<file path="src/rtl/core/ppft_pkg.sv">
// ----------------------------------------------------------------------------
// ppft_pkg: shared types and constants of the pulse peak timing core
// Register indexes, fixed field widths, the waveform summary word that
// passes from the front to the back, and the arithmetic widths of the back.
// ----------------------------------------------------------------------------
package ppft_pkg;

  // Configuration register indexes
  localparam logic CFG_SEARCH_WINDOW   = 1'b0;
  localparam logic CFG_FRACTION_TENTHS = 1'b1;

  localparam int unsigned CfgIdxW  = 1;
  localparam int unsigned CfgDataW = 11;

  localparam logic [10:0] WindowReset   = 11'd51;
  localparam logic [3:0]  FractionReset = 4'd8;

  // Field widths
  localparam int unsigned SampleW = 16;
  localparam int unsigned PeakW   = 15;
  localparam int unsigned PosW    = 13;   // holds a peak position up to 4096
  localparam int unsigned PosOutW = 11;
  localparam int unsigned WinW    = 11;
  localparam int unsigned FracW   = 4;
  localparam int unsigned TimeW   = 24;

  // Back arithmetic widths
  localparam int unsigned X1W   = 14;  // peak position plus two, signed
  localparam int unsigned DiffW = 17;  // second minus first capture
  localparam int unsigned D10W  = 21;  // ten times the difference
  localparam int unsigned TermW = 22;  // 2*(frac*peak - 10*y1)
  localparam int unsigned ProdW = 35;  // x1 * 10 * d
  localparam int unsigned NumW  = 36;  // full numerator before scaling
  localparam int unsigned DenW  = 20;  // magnitude of ten times the difference

  localparam logic [63:0] TimeMaxMag = 64'd8388607;
  localparam logic [63:0] TimeMinMag = 64'd8388608;
  localparam logic [TimeW-1:0] TimeMax = 24'h7FFFFF;
  localparam logic [TimeW-1:0] TimeMin = 24'h800000;

  // Queue depth between front and back
  localparam int unsigned QueueDepth = 2;

  // Summary of one finished waveform
  typedef struct packed {
    logic signed [SampleW-1:0] first_capture;
    logic signed [SampleW-1:0] second_capture;
    logic [PeakW-1:0]          peak;
    logic [PosW-1:0]           peak_pos;
    logic [FracW-1:0]          fraction;
  } wave_t;

  // Finished result as it leaves the back
  typedef struct packed {
    logic signed [TimeW-1:0] crossing_time;
    logic [PeakW-1:0]        peak;
    logic [PosOutW-1:0]      peak_pos;
    logic                    zero_slope;
  } result_t;

endpackage

</file>
<file path="src/rtl/core/ppft_front.sv">
// ----------------------------------------------------------------------------
// ppft_front: per-sample peak search and capture
// Tracks the running peak over the search window and the samples two and four
// places after it, and emits one summary word per waveform on its last sample.
// ----------------------------------------------------------------------------
module ppft_front #(
  parameter int unsigned SAMPLE_BITS = 16,
  parameter int unsigned MAX_WINDOW  = 1024
) (
  input  logic                          clk_i,
  input  logic                          rst_ni,
  input  logic                          accept_i,
  input  logic [ppft_pkg::SampleW-1:0]  sample_i,
  input  logic                          last_sample_i,
  input  logic [ppft_pkg::WinW-1:0]     search_window_i,
  input  logic [ppft_pkg::FracW-1:0]    fraction_tenths_i,
  output logic                          push_o,
  output ppft_pkg::wave_t               wave_o
);

  localparam int unsigned IdxCap = MAX_WINDOW + 5;
  localparam int unsigned IdxW   = $clog2(IdxCap + 1);

  logic [IdxW-1:0]                       idx_q, idx_d;
  logic [ppft_pkg::PeakW-1:0]            peak_q, peak_d;
  logic [ppft_pkg::PosW-1:0]             pos_q, pos_d;
  logic signed [ppft_pkg::SampleW-1:0]   y1_q, y1_d, y2_q, y2_d;
  logic signed [ppft_pkg::SampleW-1:0]   s;
  logic [31:0]                           win;
  logic                                  new_peak;

  // Sign-extend the sample from its significant bits
  assign s = ppft_pkg::SampleW'(signed'(sample_i[SAMPLE_BITS-1:0]));

  // Clamp the window to the largest supported search
  assign win = (32'(search_window_i) > 32'(MAX_WINDOW)) ? 32'(MAX_WINDOW)
                                                         : 32'(search_window_i);

  // Advance the search for this word
  always_comb begin
    idx_d = (32'(idx_q) < 32'(IdxCap)) ? idx_q + IdxW'(1) : idx_q;
    new_peak = (32'(idx_d) <= win) && (s > signed'({1'b0, peak_q}));
    peak_d = peak_q;
    pos_d  = pos_q;
    y1_d   = y1_q;
    y2_d   = y2_q;
    if (new_peak) begin
      peak_d = s[ppft_pkg::PeakW-1:0];
      pos_d  = ppft_pkg::PosW'(idx_d);
      y1_d   = '0;
      y2_d   = '0;
    end
    if (32'(idx_d) == 32'(pos_d) + 32'd2) begin
      y1_d = s;
    end
    if (32'(idx_d) == 32'(pos_d) + 32'd4) begin
      y2_d = s;
    end
  end

  // Hand off the summary on the last word
  assign push_o = accept_i && last_sample_i;
  assign wave_o = '{first_capture:  y1_d,
                    second_capture: y2_d,
                    peak:           peak_d,
                    peak_pos:       pos_d,
                    fraction:       fraction_tenths_i};

  // Hold state, clear it after each waveform
  always_ff @(posedge clk_i or negedge rst_ni) begin
    if (!rst_ni) begin
      idx_q  <= '0;
      peak_q <= '0;
      pos_q  <= '0;
      y1_q   <= '0;
      y2_q   <= '0;
    end else if (accept_i) begin
      if (last_sample_i) begin
        idx_q  <= '0;
        peak_q <= '0;
        pos_q  <= '0;
        y1_q   <= '0;
        y2_q   <= '0;
      end else begin
        idx_q  <= idx_d;
        peak_q <= peak_d;
        pos_q  <= pos_d;
        y1_q   <= y1_d;
        y2_q   <= y2_d;
      end
    end
  end

endmodule

</file>
<file path="src/rtl/core/ppft_queue.sv">
// ----------------------------------------------------------------------------
// ppft_queue: two-entry queue of waveform summaries
// Lets the front keep taking samples while the back divides.
// ----------------------------------------------------------------------------
module ppft_queue (
  input  logic            clk_i,
  input  logic            rst_ni,
  input  logic            push_i,
  input  ppft_pkg::wave_t wave_i,
  input  logic            pop_i,
  output logic            valid_o,
  output logic            full_o,
  output ppft_pkg::wave_t wave_o
);

  localparam int unsigned PtrW = $clog2(ppft_pkg::QueueDepth);
  localparam int unsigned CntW = $clog2(ppft_pkg::QueueDepth + 1);

  ppft_pkg::wave_t mem_q [ppft_pkg::QueueDepth];
  logic [PtrW-1:0] wr_ptr_q, rd_ptr_q;
  logic [CntW-1:0] cnt_q;
  logic            do_push, do_pop;

  assign valid_o = (cnt_q != '0);
  assign full_o  = (32'(cnt_q) == ppft_pkg::QueueDepth);
  assign do_push = push_i && !full_o;
  assign do_pop  = pop_i && valid_o;
  assign wave_o  = mem_q[rd_ptr_q];

  // Store pushed words
  always_ff @(posedge clk_i) begin
    if (do_push) begin
      mem_q[wr_ptr_q] <= wave_i;
    end
  end

  // Advance pointers and count
  always_ff @(posedge clk_i or negedge rst_ni) begin
    if (!rst_ni) begin
      wr_ptr_q <= '0;
      rd_ptr_q <= '0;
      cnt_q    <= '0;
    end else begin
      if (do_push) begin
        wr_ptr_q <= wr_ptr_q + PtrW'(1);
      end
      if (do_pop) begin
        rd_ptr_q <= rd_ptr_q + PtrW'(1);
      end
      if (do_push && !do_pop) begin
        cnt_q <= cnt_q + CntW'(1);
      end else if (do_pop && !do_push) begin
        cnt_q <= cnt_q - CntW'(1);
      end
    end
  end

endmodule

</file>
<file path="src/rtl/core/ppft_back.sv">
// ----------------------------------------------------------------------------
// ppft_back: crossing time arithmetic and output register
// Builds numerator and denominator of the interpolated crossing, divides
// one quotient bit per cycle, saturates and holds the result word.
// ----------------------------------------------------------------------------
module ppft_back #(
  parameter int unsigned FRAC_BITS = 8
) (
  input  logic              clk_i,
  input  logic              rst_ni,
  input  logic              q_valid_i,
  input  ppft_pkg::wave_t   wave_i,
  output logic              pop_o,
  input  logic              out_stall_i,
  output logic              out_valid_o,
  output ppft_pkg::result_t result_o
);

  localparam int unsigned MagW = ppft_pkg::NumW + FRAC_BITS;
  localparam int unsigned CntW = $clog2(MagW + 1);

  localparam logic [2:0] ST_IDLE = 3'd0;
  localparam logic [2:0] ST_MUL  = 3'd1;
  localparam logic [2:0] ST_SUM  = 3'd2;
  localparam logic [2:0] ST_DIV  = 3'd3;
  localparam logic [2:0] ST_DONE = 3'd4;

  logic [2:0]                          state_q, state_d;
  logic signed [ppft_pkg::X1W-1:0]     x1_q;
  logic signed [ppft_pkg::D10W-1:0]    d10_q;
  logic signed [ppft_pkg::TermW-1:0]   term_q;
  logic signed [ppft_pkg::ProdW-1:0]   prod_q;
  logic                                flat_q, neg_q;
  logic [ppft_pkg::PeakW-1:0]          peak_q;
  logic [ppft_pkg::PosW-1:0]           pos_q;
  logic [MagW-1:0]                     quo_q;
  logic [ppft_pkg::DenW-1:0]           den_q, rem_q;
  logic [CntW-1:0]                     cnt_q;
  logic                                out_valid_q;
  ppft_pkg::result_t                   result_q;

  logic signed [ppft_pkg::DiffW-1:0]   diff;
  logic signed [ppft_pkg::D10W-1:0]    d10;
  logic [18:0]                         frac_peak;
  logic signed [ppft_pkg::D10W-1:0]    y1_10;
  logic signed [ppft_pkg::NumW-1:0]    num;
  logic [ppft_pkg::NumW-1:0]           num_mag;
  logic [ppft_pkg::D10W-1:0]           d10_abs;
  logic [ppft_pkg::DenW:0]             rem_sh;
  logic                                rem_ge;
  logic [63:0]                         quo_ext;
  logic [ppft_pkg::TimeW-1:0]          quo_lo;
  logic [ppft_pkg::TimeW-1:0]          time_sat;
  logic [31:0]                         pos_ext;
  logic                                take_out, out_free;

  // Prepare terms from the queue head
  assign diff = ppft_pkg::DiffW'(wave_i.second_capture) -
                ppft_pkg::DiffW'(wave_i.first_capture);
  assign d10 = ppft_pkg::D10W'(diff) * 21'sd10;
  assign frac_peak = 19'(wave_i.fraction) * 19'(wave_i.peak);
  assign y1_10 = ppft_pkg::D10W'(wave_i.first_capture) * 21'sd10;

  // Combine numerator and take magnitudes
  assign num = ppft_pkg::NumW'(prod_q) + ppft_pkg::NumW'(term_q);
  assign num_mag = num[ppft_pkg::NumW-1] ? ppft_pkg::NumW'(-num) : ppft_pkg::NumW'(num);
  assign d10_abs = d10_q[ppft_pkg::D10W-1] ? ppft_pkg::D10W'(-d10_q)
                                           : ppft_pkg::D10W'(d10_q);

  // One restoring division step
  assign rem_sh = {rem_q, quo_q[MagW-1]};
  assign rem_ge = (rem_sh >= {1'b0, den_q});

  // Saturate the quotient to the time range
  assign quo_ext = 64'(quo_q);
  assign quo_lo  = quo_q[ppft_pkg::TimeW-1:0];
  always_comb begin
    if (flat_q) begin
      time_sat = '0;
    end else if (neg_q) begin
      time_sat = (quo_ext > ppft_pkg::TimeMinMag) ? ppft_pkg::TimeMin
                                                  : ppft_pkg::TimeW'(-quo_lo);
    end else begin
      time_sat = (quo_ext > ppft_pkg::TimeMaxMag) ? ppft_pkg::TimeMax : quo_lo;
    end
  end

  assign pos_ext  = 32'(pos_q);
  assign take_out = out_valid_q && !out_stall_i;
  assign out_free = !out_valid_q || !out_stall_i;
  assign pop_o    = (state_q == ST_IDLE) && q_valid_i;

  // Sequence one waveform through the arithmetic
  always_comb begin
    state_d = state_q;
    case (state_q)
      ST_IDLE: if (q_valid_i) state_d = ST_MUL;
      ST_MUL:  state_d = ST_SUM;
      ST_SUM:  state_d = flat_q ? ST_DONE : ST_DIV;
      ST_DIV:  if (32'(cnt_q) == MagW - 1) state_d = ST_DONE;
      ST_DONE: if (out_free) state_d = ST_IDLE;
      default: state_d = ST_IDLE;
    endcase
  end

  always_ff @(posedge clk_i or negedge rst_ni) begin
    if (!rst_ni) begin
      state_q     <= ST_IDLE;
      out_valid_q <= 1'b0;
    end else begin
      state_q <= state_d;
      if (state_q == ST_DONE && out_free) begin
        out_valid_q <= 1'b1;
      end else if (take_out) begin
        out_valid_q <= 1'b0;
      end
    end
  end

  // Datapath registers
  always_ff @(posedge clk_i) begin
    case (state_q)
      ST_IDLE: begin
        x1_q   <= ppft_pkg::X1W'(wave_i.peak_pos) + 14'sd2;
        d10_q  <= d10;
        term_q <= ppft_pkg::TermW'(ppft_pkg::TermW'(frac_peak) -
                                   ppft_pkg::TermW'(y1_10)) <<< 1;
        flat_q <= (diff == '0);
        peak_q <= wave_i.peak;
        pos_q  <= wave_i.peak_pos;
      end
      ST_MUL: begin
        prod_q <= ppft_pkg::ProdW'(x1_q) * ppft_pkg::ProdW'(d10_q);
      end
      ST_SUM: begin
        neg_q <= num[ppft_pkg::NumW-1] ^ d10_q[ppft_pkg::D10W-1];
        quo_q <= MagW'(num_mag) << FRAC_BITS;
        den_q <= ppft_pkg::DenW'(d10_abs);
        rem_q <= '0;
        cnt_q <= '0;
      end
      ST_DIV: begin
        rem_q <= rem_ge ? ppft_pkg::DenW'(rem_sh - {1'b0, den_q})
                        : rem_sh[ppft_pkg::DenW-1:0];
        quo_q <= {quo_q[MagW-2:0], rem_ge};
        cnt_q <= cnt_q + CntW'(1);
      end
      ST_DONE: begin
        if (out_free) begin
          result_q <= '{crossing_time: time_sat,
                        peak:          peak_q,
                        peak_pos:      pos_ext[ppft_pkg::PosOutW-1:0],
                        zero_slope:    flat_q};
        end
      end
      default: begin
      end
    endcase
  end

  assign out_valid_o = out_valid_q;
  assign result_o    = result_q;

endmodule

</file>
<file path="src/rtl/core/pulse_peak_fraction_timing_core.sv">
// ----------------------------------------------------------------------------
// pulse_peak_fraction_timing_core: pulse peak and fractional crossing time
// Finds the peak of each waveform and times its falling-edge crossing of a
// programmable fraction of the peak by linear interpolation.
//
//   channel | signals                                  | moves
//   --------+------------------------------------------+------------------
//   in      | in_valid_i, in_stall_o, sample_i, last   | one sample word
//   out     | out_valid_o, out_stall_i, result fields  | one result word
//   cfg     | cfg_we_i, cfg_idx_i, cfg_wdata_i         | one register write
//
// Samples are taken one per cycle while the summary queue has room.
// Each waveform then passes through the back's multiply, sum and divide steps,
// one quotient bit per cycle in the divider; zero slope skips the divide.
// Reset clears the search state, the queue and the output valid flag.
// A stalled result holds the back, which then fills the queue and stalls input.
// ----------------------------------------------------------------------------
module pulse_peak_fraction_timing_core #(
  parameter int unsigned SAMPLE_BITS = 16,
  parameter int unsigned MAX_WINDOW  = 1024,
  parameter int unsigned FRAC_BITS   = 8
) (
  input  logic                           clk_i,
  input  logic                           rst_ni,
  input  logic                           cfg_we_i,
  input  logic [ppft_pkg::CfgIdxW-1:0]   cfg_idx_i,
  input  logic [ppft_pkg::CfgDataW-1:0]  cfg_wdata_i,
  input  logic                           in_valid_i,
  output logic                           in_stall_o,
  input  logic signed [15:0]             sample_i,
  input  logic                           last_sample_i,
  output logic                           out_valid_o,
  input  logic                           out_stall_i,
  output logic signed [23:0]             crossing_time_q8_o,
  output logic [14:0]                    peak_value_o,
  output logic [10:0]                    peak_position_o,
  output logic                           zero_slope_o
);

  logic [ppft_pkg::WinW-1:0]  search_window_q;
  logic [ppft_pkg::FracW-1:0] fraction_tenths_q;
  logic                       accept, push, q_full, q_valid, pop;
  ppft_pkg::wave_t            wave_push, wave_head;
  ppft_pkg::result_t          result;

  // Hold configuration registers
  always_ff @(posedge clk_i or negedge rst_ni) begin
    if (!rst_ni) begin
      search_window_q   <= ppft_pkg::WindowReset;
      fraction_tenths_q <= ppft_pkg::FractionReset;
    end else if (cfg_we_i) begin
      case (cfg_idx_i)
        ppft_pkg::CFG_SEARCH_WINDOW:   search_window_q   <= cfg_wdata_i;
        ppft_pkg::CFG_FRACTION_TENTHS: fraction_tenths_q <= cfg_wdata_i[3:0];
        default: begin
        end
      endcase
    end
  end

  assign in_stall_o = q_full;
  assign accept     = in_valid_i && !q_full;

  ppft_front #(
    .SAMPLE_BITS (SAMPLE_BITS),
    .MAX_WINDOW  (MAX_WINDOW)
  ) u_front (
    .clk_i             (clk_i),
    .rst_ni            (rst_ni),
    .accept_i          (accept),
    .sample_i          (sample_i),
    .last_sample_i     (last_sample_i),
    .search_window_i   (search_window_q),
    .fraction_tenths_i (fraction_tenths_q),
    .push_o            (push),
    .wave_o            (wave_push)
  );

  ppft_queue u_queue (
    .clk_i   (clk_i),
    .rst_ni  (rst_ni),
    .push_i  (push),
    .wave_i  (wave_push),
    .pop_i   (pop),
    .valid_o (q_valid),
    .full_o  (q_full),
    .wave_o  (wave_head)
  );

  ppft_back #(
    .FRAC_BITS (FRAC_BITS)
  ) u_back (
    .clk_i       (clk_i),
    .rst_ni      (rst_ni),
    .q_valid_i   (q_valid),
    .wave_i      (wave_head),
    .pop_o       (pop),
    .out_stall_i (out_stall_i),
    .out_valid_o (out_valid_o),
    .result_o    (result)
  );

  assign crossing_time_q8_o = result.crossing_time;
  assign peak_value_o       = result.peak;
  assign peak_position_o    = result.peak_pos;
  assign zero_slope_o       = result.zero_slope;

endmodule

</file>
<file path="config.mk">
export PLATFORM = sky130hd
export DESIGN_NAME = pulse_peak_fraction_timing_core
export DESIGN_NICKNAME = d
export VERILOG_FILES = /design/src/rtl/core/ppft_pkg.sv /design/src/rtl/core/ppft_front.sv /design/src/rtl/core/ppft_queue.sv /design/src/rtl/core/ppft_back.sv /design/src/rtl/core/pulse_peak_fraction_timing_core.sv
export SDC_FILE = /design/constraint.sdc
export NUM_CORES = 2
export LEC_CHECK = 0
export BUFFER_PORTS_ARGS = -buffer_cell sky130_fd_sc_hd__buf_4
export CORE_MARGIN = 8
export CORE_UTILIZATION = 33
export DETAILED_ROUTE_END_ITERATION = 10
export SETUP_SLACK_MARGIN = 0.2
export SYNTH_ARGS = -nofsm -noshare
export SYNTH_HDL_FRONTEND = slang
export SYNTH_SLANG_ARGS = --single-unit
</file>
<file path="constraint.sdc">
create_clock -name clk_i -period 10 [get_ports clk_i]
set_input_delay 2 -clock clk_i [delete_from_list [all_inputs] [get_ports clk_i]]
set_output_delay 2 -clock clk_i [all_outputs]
set_load 0.03 [all_outputs]
</file>
# Yosys cells after proc, flatten, opt, wreduce, memory -nomap -nowiden
# Memories as Yosys holds them, arrays and structs flattened.
# Index checks and enable logic that the tools add are counted.
[totals] register_bits=352 ram_bits=128 wordCells=129 n_memories=1
[memory_table] name="u_queue.mem_q" depth=2 word_bits=64 read_ports=1 rd_ports_with_merged_regs=0 write_ports=1 line="ppft_queue.sv:19" text="ppft_pkg::wave_t mem_q [ppft_pkg::QueueDepth];"
[classes] n_addsub=16 multipliers=4 n_lt_le_gt_ge=7 n_eq_ne=11 muxes=33 n_bitwise=2 reduce_logical=26
[ops] operator="two-way mux 16 bit" n=6
[ops] operator="case mux 44 bit (2 select lines)" n=1
[ops] operator="two-way mux 24 bit" n=3
[ops] operator="equality test 11 x 32 -> 1 bit" n=2
[ops] operator="> comparator 44 x 23 -> 1 bit (second input constant)" n=1
[ops] operator="> comparator 44 x 24 -> 1 bit (second input constant)" n=1
[ops] operator="two-way mux 20 bit" n=2
[ops] operator="case mux 20 bit (2 select lines)" n=1
[ops] operator="adder 35 x 22 -> 36 bit" n=1
[ops] operator="two-way mux 36 bit" n=1
[ops] operator="negation 36 bit" n=1
[ops] operator="multiplier 14 x 20 -> 34 bit" n=1
[ops] operator="two-way mux 11 bit" n=3
[ops] operator="less-or-equal comparator 11 x 32 -> 1 bit" n=1
[ops] operator="two-way mux 15 bit" n=2
[ops] operator="adder 13 x 2 -> 14 bit (second input constant)" n=2
[ops] operator="two-way mux 13 bit" n=2
[ops] operator="negation 24 bit" n=1
[ops] operator=">= comparator 21 x 20 -> 1 bit" n=1
[ops] operator="subtractor 20 x 21 -> 21 bit" n=1
[ops] operator="multiplier 16 x 4 -> 20 bit (second input constant)" n=1
[ops] operator="multiplier 17 x 4 -> 20 bit (second input constant)" n=1
[ops] operator="negation 20 bit" n=1
[ops] operator="subtractor 20 bit" n=1
[ops] operator="32 further kinds" n=61

# Depth between registers and ports, before layout
[logic_depth] ltp_word=9 depth_mapped=29

# Cells and area by module
# Synthesis repeated with hierarchy kept, for this count alone.
[hier_totals] hier_cells=3947 area_unflattened_um2=39894.5
[modules_own_cells] mod="ppft_back" instances=1 cells_per_inst=3011 area_per_inst_um2=28825.1
[modules_own_cells] mod="ppft_front" instances=1 cells_per_inst=684 area_per_inst_um2=5412.7
[modules_own_cells] mod="ppft_queue" instances=1 cells_per_inst=218 area_per_inst_um2=5024.8
[modules_own_cells] mod="pulse_peak_fraction_timing_core" instances=1 cells_per_inst=34 area_per_inst_um2=631.9

# Worst setup path before layout
# Ideal clock, no wire load.
[synth_timing] path_type="register to register" from="register u_back.state_q[1]" to="register u_queue.cnt_q[1]" setup_time_ns=0.079 arrival_ns=8.047 required_ns=9.921 slack_ns=1.874 stages_incl_launch_ff=7 n_path_buf=0 period_less_slack_ns=8.126 path_cell_list="dfrtp_1 -> nor3_1 -> o21ai_0 -> ha_1 -> xor2_1 -> nor2_1 -> xor2_1"
[synth_between] elab_chain_cells=6 word_cells_on_any_way=8
[synth_lines] item="start: declaration" line="ppft_back.sv:28" text="logic [2:0] state_q, state_d;"
[synth_lines] item="start signal: assignment" line="ppft_back.sv:111" text="state_q <= state_d;"
[synth_lines] item="zero test 3 bit (*)" line="ppft_back.sv:91" text="assign pop_o = (state_q == ST_IDLE) && q_valid_i;"
[synth_lines] item="logical AND 1 bit (*)" line="ppft_back.sv:91"
[synth_lines] item="logical AND 1 bit (*)" line="ppft_queue.sv:27" text="assign do_pop = pop_i && valid_o;"
[synth_lines] item="zero test 1 bit" line="ppft_queue.sv:50" text="if (do_push && !do_pop) begin"
[synth_lines] item="logical AND 1 bit" line="ppft_queue.sv:50"
[synth_lines] item="two-way mux 2 bit or nonzero test 2 bit (tied branches)"
[synth_lines] item="end signal: assignment" line="ppft_queue.sv:51" text="cnt_q <= cnt_q + CntW'(1);"
[synth_lines] item="end signal: assignment" line="ppft_queue.sv:53" text="cnt_q <= cnt_q - CntW'(1);"
[synth_lines] item="end: declaration" line="ppft_queue.sv:21" text="logic [CntW-1:0] cnt_q;"
# Every way passes the cells marked *; elsewhere a longest branch is shown, timed or not.
# A chain may end at the register's enable or synchronous reset.

==> qor.txt <==
outcome: finished clean
fin crit share: 75.17%
max_cap viols: 0
max-slew violation count: 0
Rows: 127
Hold Path Class: flop to flop
Buf/Inv on CP: 2
Post-CTS Hold Fix Bufs: 0
Pre-Repair DR Iteration Count: 6
RSZ-0062 raised after global routing: no
ANT cells: 0
r2r worst-path depth: 21
most common cell after layout, fill and taps aside: inv_1
fin crit period: 7.517 ns
Max stage delay on crit path: 0.75 ns
DRT antenna net count: 0
Async SR Flop Fraction: 19.67%
crit path cell chain: ha_1 -> nand4b_1 -> nor3_1 -> a31oi_1 -> inv_1 -> ha_1 -> and3_1 -> nand2_1 -> or3_1 -> o211ai_1 -> nand2_2 -> o21ai_0 -> ha_1 -> nand3_1 -> nor4_1 -> nand2_1 -> a2111oi_0 -> a211oi_1 -> a211oi_4 -> buf_4 -> o21ai_0
largest net degree at the start of global routing: 65
gr usage total: 14.36%
Synth cell types: 90
hold_ws: 0.4110 ns
DRC Markers: 0
drt via density: 5.014
Clock Tree Root: clkbuf_16
crit path kind: flop to flop
TritonCTS buffer count: 55
number of synthesized flops with an enable pin: 384
wire length per cell: 16.87 um
Warnings, synthesis: 0
FF+latch count, synth: 478
Hold Vio Cnt, Final: 0
Max Root-Sink Buffers: 3
CTS tree: done
final wirelength: 95040 um
Iteration-0 DRC Markers: 1879
Placer Congestion: 0.8689
crit path launch type: flop
Via Count: 28.25k
initial antenna violation count: 4
Mapped Area: 39520 um^2
Die H: 362.1 um
number of global-route vias before repair: 28.65k
grt total ovfl: 0
WP data arrival: 7.87 ns
fmax: 133.0 MHz
Fin Setup TNS: 0 ns
hold depth: 0
Worst Setup End Kind: flop
leading cell types in the layout, fill and taps excluded: inv_1 (468), nand2_1 (465), edfxtp_1 (384)
CTS Sinks: 478
# fillers: 11.84k
clock skew: 0.05786 ns
Hold Path End: u_back.result_o[17]$_DFFE_PP_
Reg clk slew, reported paths: 0.06 ns
Die Width: 362.1 um
Mapped Nets: 4581
fin nets: 4592
Avg Inst Size Synth: 9.971 um^2
Final Setup Violations: 0
Non-Filler Instances: 5634
crit-path leading delay family: compound AO/OA/AOI/OAI gates
hpwl dp: 71660 um
CP required: 10.35 ns
Seq/Total Area, Yosys: 35.14%
Area growth, synth to finish: 10.85%
Mapped Cells: 3964
top sig layer: met4
post_cts resized: 0
Reg2Reg Capture Point: u_queue.mem_q[1][54]$_DFFE_PP_
core area: 119300 um^2
pre-CTS setup slack: 2.492 ns
Initial Util: 33.12%
I/O Buffers: 86
Worst-Skew Late Latency: 0.66 ns
IO Count: 87
Placed Instances: 5530
multi-input logic area: 23270 um^2
Reg2Reg Setup Slack: 2.48 ns
M1 WL: 44010 um
share of layout cells above drive strength 1: 7.882%
total die area: 131100 um^2
Hold Startpoint: u_back.peak_q[5]$_DFFE_PP_
global-route wire length before repair: 154400 um
DR WL met3: 5199 um
Sequential cell area: 13890 um^2
reg2reg start: u_front.idx_q[0]$_DFFE_PN0P_
final setup margin: 2.483 ns
CP Max Fanout: 64
Slew Limit Headroom: 19.36%
H-tree depth: 2
Setup Fix Bufs, Post-CTS: 0
Tightest Pin Transition: 1.210 ns
Slowest-stage cell, CP: a31oi_1
Top cell by count, worst path: ha_1
met2 routed WL: 43980 um
ys flop type: edfxtp_1
==> per-stage QoR <==
step	utilization, %	area (um^2)
finish	36.71	43810
global route	36.71	43810
CTS	36.71	43810
detailed placement	35.09	41880
global placement	35.09	41880
floorplan	-	39520
==> cell usage after synthesis, drive strengths merged (41+ instances only) <==
master / n / share of area (%)
inv: 468 / 4.4
ha: 285 / 9.0
fa: 298 / 15
edfxtp: 384 / 29
dfrtp: 89 / 5.6
a21oi: 149 / 1.9
and2: 146 / 2.3
o21ai: 206 / 2.6
xnor2: 154 / 3.4
nand2: 468 / 4.4
nor2: 229 / 2.2
a21o: 43 / 0.82
mux2: 56 / 1.6
nand3: 58 / 0.73
xor2: 72 / 1.6
clkbuf: 148 / 1.4
mux2i: 48 / 1.2
nor3: 41 / 0.52
==> worst max path at each step <==
stage | end | startpoint | cells after the start
6_report | u_queue.mem_q[1][54]$_DFFE_PP_ | u_front.idx_q[0]$_DFFE_PN0P_ | 21
5_1_grt | u_queue.mem_q[1][49]$_DFFE_PP_ | u_front.idx_q[0]$_DFFE_PN0P_ | 21
4_1_cts | u_back.prod_q[34]$_DFFE_PP_ | u_back.x1_q[4]$_DFFE_PP_ | 21
3_5_place_dp | u_queue.mem_q[1][54]$_DFFE_PP_ | sample_i[12] | 18
3_3_place_gp | u_queue.mem_q[0][55]$_DFFE_PP_ | sample_i[12] | 18
2_1_floorplan | u_queue.cnt_q[1]$_DFFE_PN0P_ | u_back.state_q[1]$_DFFE_PN0P_ | 6
==> area by class of cell <==
type                       instances  share of cell area (%)
sequential                       478                   31.71
clock buffer                      60                   3.184
timing repair buffer             125                   2.142
clock inverter                    44                   1.228
tap                             1612                   4.604
inverter                         469                   4.018
multi-input combinational       2846                   53.12
==> flip-flops by register name, indices dropped and copies added, names as in the netlist, 16 cells and up <==
signal / cells
u_back.term_q: 21
u_back.result_o: 51
u_back.den_q: 19
u_back.rem_q: 20
u_front.y1_q: 16
u_back.d10_q: 20
u_back.prod_q: 34
u_front.y2_q: 16
u_queue.mem_q: 128
u_back.quo_q: 44
==> layer usage <==
metal | vias to the layer above | GRT usage, %
met4 | 0 | 3.162
met2 | 622 | 23.82
li1 | 13630 | -
met3 | 124 | 2.297
met5 | - | 0
met1 | 13870 | 19.76
==> kinds of logic after synthesis <==
| family | share of synthesized area, % |
|---|---|
| AND/OR/NAND/NOR | 15.04 |
| AO/OA/AOI/OAI | 11.73 |
| buffers and inverters | 6.138 |
| adder cells (fa/ha/maj) | 24.12 |
| flip-flops | 35.14 |
| XOR/XNOR | 5.027 |
| multiplexers | 2.811 |
Power is not shown: default switching activity piles up to over one toggle a cycle in this logic, so the estimate is an artifact.
